[src/hdl/record_ring_fifo_defines.svh]
// ----------------------------------------------------------------------------
// record_ring_fifo_defines
// assertion macros used by the record ring fifo module
// ----------------------------------------------------------------------------
`ifndef RECORD_RING_FIFO_DEFINES_SVH
`define RECORD_RING_FIFO_DEFINES_SVH

// same-cycle implication, checked outside reset
`define RRF_ASSERT_IMP(label, clk, rst_n, ante, cons) \
    label: assert property (@(posedge clk) disable iff (!rst_n) (ante) |-> (cons)) \
        else $error("record ring fifo check failed");

// next-cycle implication, checked outside reset
`define RRF_ASSERT_NXT(label, clk, rst_n, ante, cons) \
    label: assert property (@(posedge clk) disable iff (!rst_n) (ante) |=> (cons)) \
        else $error("record ring fifo check failed");

`endif

[src/hdl/rrf_pkg.sv]
// ----------------------------------------------------------------------------
// rrf_pkg
// types, codes and helpers of the record ring fifo
// ----------------------------------------------------------------------------
package rrf_pkg;

    localparam int CNT_W      = 16;
    localparam int LEN_W      = 4;
    localparam int DATA_W     = 64;
    localparam int REC_LEN_W  = 8;
    localparam int ST_W       = 3;
    localparam int APB_ADDR_W = 4;
    localparam int APB_DATA_W = 32;
    localparam int REG_IDX_W  = 2;

    localparam int DEPTH_DEF      = 16;
    localparam int SLOT_BYTES_DEF = 8;

    localparam logic [3:0]  SLOT_LIMIT_RST = 4'd8;
    localparam logic [4:0]  RING_DEPTH_RST = 5'd16;
    localparam logic [15:0] MAX_INDEX_RST  = 16'hFFFF;

    localparam logic FUNC_PUSH = 1'b0;
    localparam logic FUNC_POP  = 1'b1;

    localparam logic [REG_IDX_W-1:0] REG_SLOT_LIMIT = 2'd0;
    localparam logic [REG_IDX_W-1:0] REG_RING_DEPTH = 2'd1;
    localparam logic [REG_IDX_W-1:0] REG_MAX_INDEX  = 2'd2;

    typedef enum logic [ST_W-1:0] {
        ST_OK       = 3'd0,
        ST_LONG     = 3'd1,
        ST_OVERFLOW = 3'd2,
        ST_FULL     = 3'd3,
        ST_EMPTY    = 3'd4,
        ST_CAPACITY = 3'd5
    } t_status;

    typedef struct packed {
        logic [3:0]  slot_limit;
        logic [4:0]  ring_depth;
        logic [15:0] max_index;
    } t_cfg;

    // mask covering the low n bytes of a word
    function automatic logic [DATA_W-1:0] rrf_byte_mask(input logic [LEN_W-1:0] n);
        logic [DATA_W-1:0] m;
        m = '0;
        for (int b = 0; b < DATA_W / 8; b++) begin
            if (LEN_W'(b) < n) begin
                m[b*8 +: 8] = 8'hFF;
            end
        end
        return m;
    endfunction

endpackage

[src/hdl/rrf_if.sv]
// ----------------------------------------------------------------------------
// rrf_if
// valid/ready channels of the record ring fifo
// ----------------------------------------------------------------------------
interface rrf_in_if import rrf_pkg::*; ();
    logic                 valid;
    logic                 ready;
    logic                 func;
    logic [DATA_W-1:0]    record_data;
    logic [REC_LEN_W-1:0] record_length;
    logic [REC_LEN_W-1:0] pop_capacity;

    modport source (output valid, func, record_data, record_length, pop_capacity,
                    input ready);
    modport sink   (input valid, func, record_data, record_length, pop_capacity,
                    output ready);
endinterface

interface rrf_out_if import rrf_pkg::*; ();
    logic              valid;
    logic              ready;
    logic [ST_W-1:0]   status;
    logic [DATA_W-1:0] read_data;
    logic [LEN_W-1:0]  read_length;

    modport source (output valid, status, read_data, read_length, input ready);
    modport sink   (input valid, status, read_data, read_length, output ready);
endinterface

[src/hdl/record_ring_fifo.sv]
// ----------------------------------------------------------------------------
// record_ring_fifo
// ring of fixed-size slots holding variable-length records with their length
// ----------------------------------------------------------------------------
// One word goes in per push or pop and one status word comes out for each,
// in order. A word is taken into an input register, decided against the
// ring state once the result register is free or draining and lands in
// the result register, so a new word can be taken every cycle as long as
// the result side keeps draining. The pop path never waits on the slot
// memory: the record at the read pointer is prefetched into a head register
// every cycle, with a bypass when a push writes that very slot, so the single
// write port and single registered read port of the slot memory set the rate
// at one word per cycle. Configuration is by apb at byte address 4*index
// (slot_limit, ring_depth, max_index) and is to be changed only while idle.
// Slot contents have no reset; the ring starts empty after reset.
module record_ring_fifo import rrf_pkg::*; #(
    parameter int DEPTH      = DEPTH_DEF,
    parameter int SLOT_BYTES = SLOT_BYTES_DEF
) (
    input  logic                  i_clk,
    input  logic                  i_rst_n,
    rrf_in_if.sink                i_in,
    rrf_out_if.source             o_out,
    input  logic                  psel,
    input  logic                  penable,
    input  logic                  pwrite,
    input  logic [APB_ADDR_W-1:0] paddr,
    input  logic [APB_DATA_W-1:0] pwdata,
    output logic [APB_DATA_W-1:0] prdata,
    output logic                  pready
);

`include "record_ring_fifo_defines.svh"

    // slot index and payload widths
    localparam int SW = (DEPTH > 1) ? $clog2(DEPTH) : 1;
    localparam int DW = 8 * SLOT_BYTES;
    localparam logic [CNT_W-1:0] DEPTH_C = CNT_W'(DEPTH);
    localparam logic [LEN_W-1:0] SLOT_BYTES_C = LEN_W'(SLOT_BYTES);

    t_cfg cfg;

    rrf_regs u_regs (
        .i_clk   (i_clk),
        .i_rst_n (i_rst_n),
        .psel    (psel),
        .penable (penable),
        .pwrite  (pwrite),
        .paddr   (paddr),
        .pwdata  (pwdata),
        .prdata  (prdata),
        .pready  (pready),
        .o_cfg   (cfg)
    );

    // input register
    logic                 r_in_valid;
    logic                 r_in_func;
    logic [DW-1:0]        r_in_data;
    logic [REC_LEN_W-1:0] r_in_len;
    logic [REC_LEN_W-1:0] r_in_cap;

    // ring state
    logic [CNT_W-1:0] r_wr_count, n_wr_count;
    logic [CNT_W-1:0] r_rd_count, n_rd_count;
    logic [SW-1:0]    r_wr_slot,  n_wr_slot;
    logic [SW-1:0]    r_rd_slot,  n_rd_slot;

    // slot memory: length on top, payload below
    logic [LEN_W+DW-1:0] mem [DEPTH];
    logic [LEN_W-1:0]    r_head_len;
    logic [DW-1:0]       r_head_data;

    // result register
    logic              r_out_valid;
    t_status           r_out_status;
    logic [DATA_W-1:0] r_out_data;
    logic [LEN_W-1:0]  r_out_len;

    // decision path
    logic              proc;
    logic              wr_en;
    logic [SW-1:0]     wr_addr;
    logic [DW-1:0]     wr_data;
    t_status           status;
    logic [DATA_W-1:0] rdata;
    logic [LEN_W-1:0]  rlen;
    logic [CNT_W-1:0]  eff_depth;
    logic [LEN_W-1:0]  eff_limit;
    logic [CNT_W-1:0]  count;
    logic              ring_empty;
    logic [CNT_W-1:0]  wc_base;
    logic [SW-1:0]     ws_base;
    logic [DATA_W-1:0] push_mask;
    logic [DATA_W-1:0] pop_mask;

    // the input register frees up whenever its word moves to the result side
    assign proc       = r_in_valid && (!r_out_valid || o_out.ready);
    assign i_in.ready = !r_in_valid || proc;

    always_comb begin
        // depth of zero acts as one, beyond the memory acts as the memory
        if (cfg.ring_depth == '0) begin
            eff_depth = CNT_W'(1);
        end else if (CNT_W'(cfg.ring_depth) > DEPTH_C) begin
            eff_depth = DEPTH_C;
        end else begin
            eff_depth = CNT_W'(cfg.ring_depth);
        end
        eff_limit = (cfg.slot_limit < SLOT_BYTES_C) ? cfg.slot_limit : SLOT_BYTES_C;

        count      = r_wr_count - r_rd_count;
        ring_empty = (count == '0);
        wc_base    = ring_empty ? '0 : r_wr_count;
        ws_base    = ring_empty ? '0 : r_wr_slot;
        push_mask  = rrf_byte_mask(r_in_len[LEN_W-1:0]);
        pop_mask   = rrf_byte_mask(r_head_len);

        n_wr_count = r_wr_count;
        n_rd_count = r_rd_count;
        n_wr_slot  = r_wr_slot;
        n_rd_slot  = r_rd_slot;
        wr_en      = 1'b0;
        wr_addr    = ws_base;
        wr_data    = r_in_data & push_mask[DW-1:0];
        status     = ST_OK;
        rdata      = '0;
        rlen       = '0;

        if (r_in_func == FUNC_PUSH) begin
            if (r_in_len > REC_LEN_W'(eff_limit)) begin
                status = ST_LONG;
            end else begin
                // drained ring restarts from zero
                if (proc && ring_empty) begin
                    n_wr_count = '0;
                    n_rd_count = '0;
                    n_wr_slot  = '0;
                    n_rd_slot  = '0;
                end
                if (wc_base == cfg.max_index) begin
                    status = ST_OVERFLOW;
                end else if (count < eff_depth) begin
                    wr_en = proc;
                    if (proc) begin
                        n_wr_count = wc_base + 1'b1;
                        n_wr_slot  = ((CNT_W'(ws_base) + 1'b1) >= eff_depth) ?
                                     '0 : ws_base + 1'b1;
                    end
                end else begin
                    status = ST_FULL;
                end
            end
        end else begin
            if (r_wr_count <= r_rd_count) begin
                status = ST_EMPTY;
            end else if (r_in_cap < REC_LEN_W'(r_head_len)) begin
                status = ST_CAPACITY;
            end else begin
                rdata = DATA_W'(r_head_data & pop_mask[DW-1:0]);
                rlen  = r_head_len;
                if (proc) begin
                    n_rd_count = r_rd_count + 1'b1;
                    n_rd_slot  = ((CNT_W'(r_rd_slot) + 1'b1) >= eff_depth) ?
                                 '0 : r_rd_slot + 1'b1;
                end
            end
        end
    end

    // control registers
    always_ff @(posedge i_clk) begin
        if (!i_rst_n) begin
            r_in_valid  <= 1'b0;
            r_out_valid <= 1'b0;
            r_wr_count  <= '0;
            r_rd_count  <= '0;
            r_wr_slot   <= '0;
            r_rd_slot   <= '0;
        end else begin
            if (i_in.ready) begin
                r_in_valid <= i_in.valid;
            end
            if (proc) begin
                r_out_valid <= 1'b1;
            end else if (o_out.ready) begin
                r_out_valid <= 1'b0;
            end
            r_wr_count <= n_wr_count;
            r_rd_count <= n_rd_count;
            r_wr_slot  <= n_wr_slot;
            r_rd_slot  <= n_rd_slot;
        end
    end

    // payload registers
    always_ff @(posedge i_clk) begin
        if (i_in.valid && i_in.ready) begin
            r_in_func <= i_in.func;
            r_in_data <= i_in.record_data[DW-1:0];
            r_in_len  <= i_in.record_length;
            r_in_cap  <= i_in.pop_capacity;
        end
        if (proc) begin
            r_out_status <= status;
            r_out_data   <= rdata;
            r_out_len    <= rlen;
        end
    end

    // slot memory with head prefetch at the next read pointer
    always_ff @(posedge i_clk) begin
        if (wr_en) begin
            mem[wr_addr] <= {r_in_len[LEN_W-1:0], wr_data};
        end
        if (wr_en && (wr_addr == n_rd_slot)) begin
            r_head_len  <= r_in_len[LEN_W-1:0];
            r_head_data <= wr_data;
        end else begin
            {r_head_len, r_head_data} <= mem[n_rd_slot];
        end
    end

    assign o_out.valid       = r_out_valid;
    assign o_out.status      = r_out_status;
    assign o_out.read_data   = r_out_data;
    assign o_out.read_length = r_out_len;

    // a failed result never carries record bytes
    `RRF_ASSERT_IMP(a_fail_clean, i_clk, i_rst_n, r_out_valid && r_out_status != ST_OK, r_out_data == '0 && r_out_len == '0)
    // no result appears without a word in the input register
    `RRF_ASSERT_NXT(a_no_phantom, i_clk, i_rst_n, !r_out_valid && !r_in_valid, !r_out_valid)
    // input side stalls only behind a held word
    `RRF_ASSERT_IMP(a_stall_held, i_clk, i_rst_n, !i_in.ready, r_in_valid && r_out_valid)
    // state moves only when a word is decided
    `RRF_ASSERT_NXT(a_state_quiet, i_clk, i_rst_n, !proc, $stable(r_wr_count) && $stable(r_rd_count))

endmodule

[src/hdl/rrf_regs.sv]
// ----------------------------------------------------------------------------
// rrf_regs
// apb configuration registers of the record ring fifo
// ----------------------------------------------------------------------------
module rrf_regs import rrf_pkg::*; (
    input  logic                  i_clk,
    input  logic                  i_rst_n,
    input  logic                  psel,
    input  logic                  penable,
    input  logic                  pwrite,
    input  logic [APB_ADDR_W-1:0] paddr,
    input  logic [APB_DATA_W-1:0] pwdata,
    output logic [APB_DATA_W-1:0] prdata,
    output logic                  pready,
    output t_cfg                  o_cfg
);

    t_cfg                 r_cfg;
    logic                 wr_en;
    logic [REG_IDX_W-1:0] reg_idx;

    assign pready  = 1'b1;
    assign reg_idx = paddr[APB_ADDR_W-1:2];
    assign wr_en   = psel && penable && pwrite && pready;

    always_ff @(posedge i_clk) begin
        if (!i_rst_n) begin
            r_cfg.slot_limit <= SLOT_LIMIT_RST;
            r_cfg.ring_depth <= RING_DEPTH_RST;
            r_cfg.max_index  <= MAX_INDEX_RST;
        end else if (wr_en) begin
            case (reg_idx)
                REG_SLOT_LIMIT: r_cfg.slot_limit <= pwdata[3:0];
                REG_RING_DEPTH: r_cfg.ring_depth <= pwdata[4:0];
                REG_MAX_INDEX:  r_cfg.max_index  <= pwdata[15:0];
                default: ;
            endcase
        end
    end

    always_comb begin
        case (reg_idx)
            REG_SLOT_LIMIT: prdata = APB_DATA_W'(r_cfg.slot_limit);
            REG_RING_DEPTH: prdata = APB_DATA_W'(r_cfg.ring_depth);
            REG_MAX_INDEX:  prdata = APB_DATA_W'(r_cfg.max_index);
            default:        prdata = '0;
        endcase
    end

    assign o_cfg = r_cfg;

endmodule
[src/flat_wrapper.sv]
// flat-port wrapper written by rule: the top's interface ports become plain ports
module record_ring_fifo_flat import rrf_pkg::*;
#(
    parameter int DEPTH      = DEPTH_DEF,
    parameter int SLOT_BYTES = SLOT_BYTES_DEF
)
  (i_clk, i_rst_n, psel, penable, pwrite, paddr, pwdata, prdata, pready, i_in_valid, i_in_func, i_in_record_data, i_in_record_length, i_in_pop_capacity, i_in_ready, o_out_valid, o_out_status, o_out_read_data, o_out_read_length, o_out_ready);
  rrf_in_if i_in_i ();
  rrf_out_if o_out_i ();
  input  logic i_clk;
  input  logic i_rst_n;
  input  logic psel;
  input  logic penable;
  input  logic pwrite;
  input  logic [APB_ADDR_W-1:0] paddr;
  input  logic [APB_DATA_W-1:0] pwdata;
  output logic [APB_DATA_W-1:0] prdata;
  output logic pready;
  input wire logic [$bits(i_in_i.valid)-1:0] i_in_valid;
  input wire logic [$bits(i_in_i.func)-1:0] i_in_func;
  input wire logic [$bits(i_in_i.record_data)-1:0] i_in_record_data;
  input wire logic [$bits(i_in_i.record_length)-1:0] i_in_record_length;
  input wire logic [$bits(i_in_i.pop_capacity)-1:0] i_in_pop_capacity;
  output wire logic [$bits(i_in_i.ready)-1:0] i_in_ready;
  output wire logic [$bits(o_out_i.valid)-1:0] o_out_valid;
  output wire logic [$bits(o_out_i.status)-1:0] o_out_status;
  output wire logic [$bits(o_out_i.read_data)-1:0] o_out_read_data;
  output wire logic [$bits(o_out_i.read_length)-1:0] o_out_read_length;
  input wire logic [$bits(o_out_i.ready)-1:0] o_out_ready;
  assign i_in_i.valid = i_in_valid;
  assign i_in_i.func = i_in_func;
  assign i_in_i.record_data = i_in_record_data;
  assign i_in_i.record_length = i_in_record_length;
  assign i_in_i.pop_capacity = i_in_pop_capacity;
  assign i_in_ready = i_in_i.ready;
  assign o_out_valid = o_out_i.valid;
  assign o_out_status = o_out_i.status;
  assign o_out_read_data = o_out_i.read_data;
  assign o_out_read_length = o_out_i.read_length;
  assign o_out_i.ready = o_out_ready;
  record_ring_fifo #(.DEPTH(DEPTH), .SLOT_BYTES(SLOT_BYTES)) u_core (.i_clk(i_clk), .i_rst_n(i_rst_n), .i_in(i_in_i), .o_out(o_out_i), .psel(psel), .penable(penable), .pwrite(pwrite), .paddr(paddr), .pwdata(pwdata), .prdata(prdata), .pready(pready));
endmodule
[config.mk]
export PLATFORM = sky130hd
export DESIGN_NAME = record_ring_fifo_flat
export DESIGN_NICKNAME = d
export VERILOG_FILES = /design/src/hdl/rrf_pkg.sv /design/src/hdl/rrf_if.sv /design/src/hdl/record_ring_fifo.sv /design/src/hdl/rrf_regs.sv /design/src/flat_wrapper.sv
export VERILOG_INCLUDE_DIRS = /design/src /design/src/hdl
export SDC_FILE = /design/constraint.sdc
export NUM_CORES = 1
export LEC_CHECK = 0
export BUFFER_PORTS_ARGS = -buffer_cell sky130_fd_sc_hd__buf_2
export CAP_MARGIN = 5
export CORE_ASPECT_RATIO = 0.75
export CORE_MARGIN = 5
export CORE_UTILIZATION = 45
export DETAILED_ROUTE_END_ITERATION = 7
export HOLD_SLACK_MARGIN = 0.02
export PLACE_DENSITY = 0.62
export SETUP_SLACK_MARGIN = 0.05
export SYNTH_ARGS = -nofsm -noshare
export SYNTH_HDL_FRONTEND = slang
export SYNTH_SLANG_ARGS = --single-unit
[constraint.sdc]
create_clock -name i_clk -period 11.8 [get_ports i_clk]
set_clock_uncertainty 0.15 [all_clocks]
set_input_delay 2.36 -clock i_clk [delete_from_list [all_inputs] [get_ports i_clk]]
set_output_delay 2.36 -clock i_clk [all_outputs]
set_load 0.05 [all_outputs]
==> results.yml <==
layout:
  stdcell_count: 4433
  final_nets: 2969
  drive_gt1_share_pct: 28.2
  area_growth_pct: 13.6
  fillers: 8966
synthesis:
  ys_ff_latch: 1311
  yosys_warnings: 0
  avgSynthCellArea_sq_um: 20.4
  async_reset_ff_share_pct: 0
  synth_area_sq_um: 51700
  yosysSeqAreaShare_pct: 74.8
  synth_ff_type: "edfxtp_1"
  synthDistinctLibCells: 70
  synth_edf_count: 1240
  syn_inst: 2539
die:
  io_pins: 230
  core_sq_um: 114000
  std_cell_rows: 107
  die_w_um: 401
  initial_core_util_pct: 45.4
  die_area_sq_um: 122000
  die_h_um: 304
timing:
  whs_ps: 342
  fin_setup_tns_ps: 0
  rsz0062_at_grt: "no"
  finalSetupViolations: 0
  timing.final.hold_violations: 0
  slew-limit-headroom_pct: 14.5
  final_max_slew_viol_count: 0
  maxClockFrequency_ghz: 0.149
  finalCriticalPeriod_ps: 6710
  worstMarginPinSlew_ps: 1280
  period_share_pct: 56.8
cts:
  cts_hold_buf: 0
  cts_setup_buffers: 0
  cts.sinks: 1311
  cts_tree: "done"
  ctsResizeCount: 0
  clk_pin_slew_ps: 60
  cts_buffer_depth: 3
  numCtsBuffers: 131
  htreeDepth: 4
  clock_tree.root_cell: "clkbuf_16"
  clk_latency_ps: 740
critical_path:
  cp_data_arrival_time_ps: 7040
  crit_path_start_kind: "flop"
  cp_max_fo: 54
  crit_required_ps: 12140
  crit_type: "flop to flop"
  cp-end-kind: "flop"
drt:
  vias: 25900
  antenna_left: 0
  drtPass1Iterations: 5
  post_drt_via_cell_ratio: 5.84
  detail_route.wl_per_cell_um: 27.3
  drt_iter0_drc: 2832
  route.detailed.drc: 0
  drt_wl_total_um: 121000
global_route:
  antenna_found_initial: 5
  grt-ovfl-total: 0
  grt_max_degree: 142
  track_usage_pct: 19.9
  grt_pass1_wl_um: 178000
  grt_pass1_vias: 27100
worst_hold_path:
  hp-class: "flop to flop"
pwr:
  p_leak_nw: 18.6
  irDropWorstVdd_mv: 0.147
  power_density_nw_per_um2: 161
place:
  gp_congestion: 0.883
  dpl.hpwl_um: 64600
  io_buffer_count: 194
  dp.cells: 4195
flow_run:
  cap_violations: 0
status:
  status: "complete, no violations"
## final cells by class
cell class                 instances  area (sq um)  area share [%]
tap                             1526          1910            3.25
multi-input combinational       1063         12500            21.2
sequential                      1311         38700            65.8
inverter                          53           199           0.339
clock inverter                    68           602            1.02
clock buffer                     168          3520            6.00
timing repair buffer             242          1360            2.31
antenna                            2          5.00         0.00852
## critical path, cell delays in order (launching register included)
cell	delay (ps)
dfxtp_4	930
buf_4	900
mux4_2	430
mux4_2	510
inv_1	140
ha_1	260
a21o_1	160
a211oi_1	280
o21ai_2	130
o211a_1	140
buf_4	270
and2_0	390
a21boi_1	700
a21boi_0	720
and2b_1	270
## cell usage after synthesis, types with 5 or more instances
master | n | area [sq um]
or3_1 | 13 | 81.3
o21ai_0 | 34 | 170
dfxtp_1 | 71 | 1420
buf_4 | 18 | 135
nor4_1 | 12 | 75.1
mux4_2 | 339 | 7630
o31ai_1 | 6 | 45.0
and2_1 | 50 | 313
nor2b_1 | 87 | 544
mux2i_1 | 16 | 160
and3_1 | 36 | 225
a211o_1 | 5 | 43.8
nand2b_1 | 8 | 50.1
nand4_1 | 19 | 119
nand3_1 | 32 | 160
and2b_1 | 10 | 75.1
inv_1 | 53 | 199
nor2_1 | 51 | 191
o22ai_1 | 7 | 43.8
nand2_1 | 77 | 289
xor2_1 | 6 | 52.6
clkbuf_1 | 84 | 315
a221oi_1 | 9 | 78.8
a21oi_1 | 47 | 235
a31o_2 | 5 | 43.8
buf_1 | 22 | 82.6
o211ai_1 | 28 | 210
a21o_1 | 10 | 75.1
o21a_1 | 5 | 37.5
xnor2_1 | 12 | 105
edfxtp_1 | 1240 | 37200
ha_1 | 42 | 526
nor3_1 | 16 | 80.1
a211oi_1 | 5 | 37.5
## logic make-up after synthesis
group,after synthesis,share of synthesized area (%)
other,2,0.0145
multiplexers,358,15.1
AND/OR/NAND/NOR,436,4.78
buffers and inverters,180,1.45
XOR/XNOR,18,0.305
flip-flops,1311,74.8
AO/OA/AOI/OAI,191,2.47
adder cells (fa/ha/maj),43,1.06
## flip-flops by register name, summed over array words and instances, names as in the netlist, 3 cells and up, named ones only
name                      count
u_core.mem                 1088
u_core.o_out.read_data       64
u_core.o_out.read_length      4
u_core.o_out.status           3
u_core.r_in_cap               8
u_core.r_in_data             64
u_core.r_in_len               8
u_core.r_rd_count            16
u_core.r_rd_slot              4
u_core.r_wr_count            16
u_core.r_wr_slot              4
u_core.u_regs.o_cfg          25
## through the flow
| stage | util (%) | setup slack [ps] | instance area [sq um] | power (mW) |
|---|---|---|---|---|
| after detailed placement | 48.0 | 4760 | 54600 | 5.54 |
| after global placement | 48.0 | 4880 | 54600 | 5.52 |
| after CTS | 51.6 | 4910 | 58700 | 9.56 |
| after floorplan | - | 766 | 51800 | 5.43 |
| final | 51.6 | 5090 | 58700 | 9.47 |
| after global routing | 51.6 | 4530 | 58700 | 9.78 |
## path summary, 6_finish.rpt
path                           endpoint                 start  slack [ps]  cells past startpoint
min                u_core.r_rd_count[5]  u_core.r_rd_count[5]         340                      2
max reg2reg  u_core.o_out.read_data[32]                  flop        5090                     14
max          u_core.o_out.read_data[32]                  flop        5090                     14
min reg2reg        u_core.r_rd_count[5]  u_core.r_rd_count[5]         340                      2
## power by group
group	total, mW	leakage, nW	switching, mW	internal, mW
sequential	5.15	11.7	0.0161	5.13
clock	4.04	2.02	1.74	2.30
combinational	0.286	4.85	0.215	0.0708
total	9.47	18.6	1.97	7.50
## cell usage in the layout, fill, tap and decap left out, types with 16 or more instances in the layout
master and count:
conb_1 17, buf_2 194, nand2_1 77, and2_1 41, ha_1 42, inv_1 53, dfxtp_1 67, clkbuf_16 134
mux4_2 339, nand3_1 32, nor2_1 48, buf_4 46, clkbuf_1 30, and3_1 36, edfxtp_1 1240, clkinv_1 21
o21ai_0 34, o211ai_1 28, a21oi_1 46, mux2i_1 16, clkinv_2 21, nand4_1 19, nor2b_1 86
## routing by layer
| metal | wire (um) | vias to the layer above | global-route usage (%) |
|---|---|---|---|
| li1 | - | 10900 | - |
| met1 | 51100 | 13700 | 28.0 |
| met2 | 58800 | 1076 | 32.4 |
| met3 | 8440 | 201 | 3.28 |
| met4 | 2610 | 0 | 5.81 |
| met5 | 0 | - | 0 |
Power figures use the tool's default switching activity.
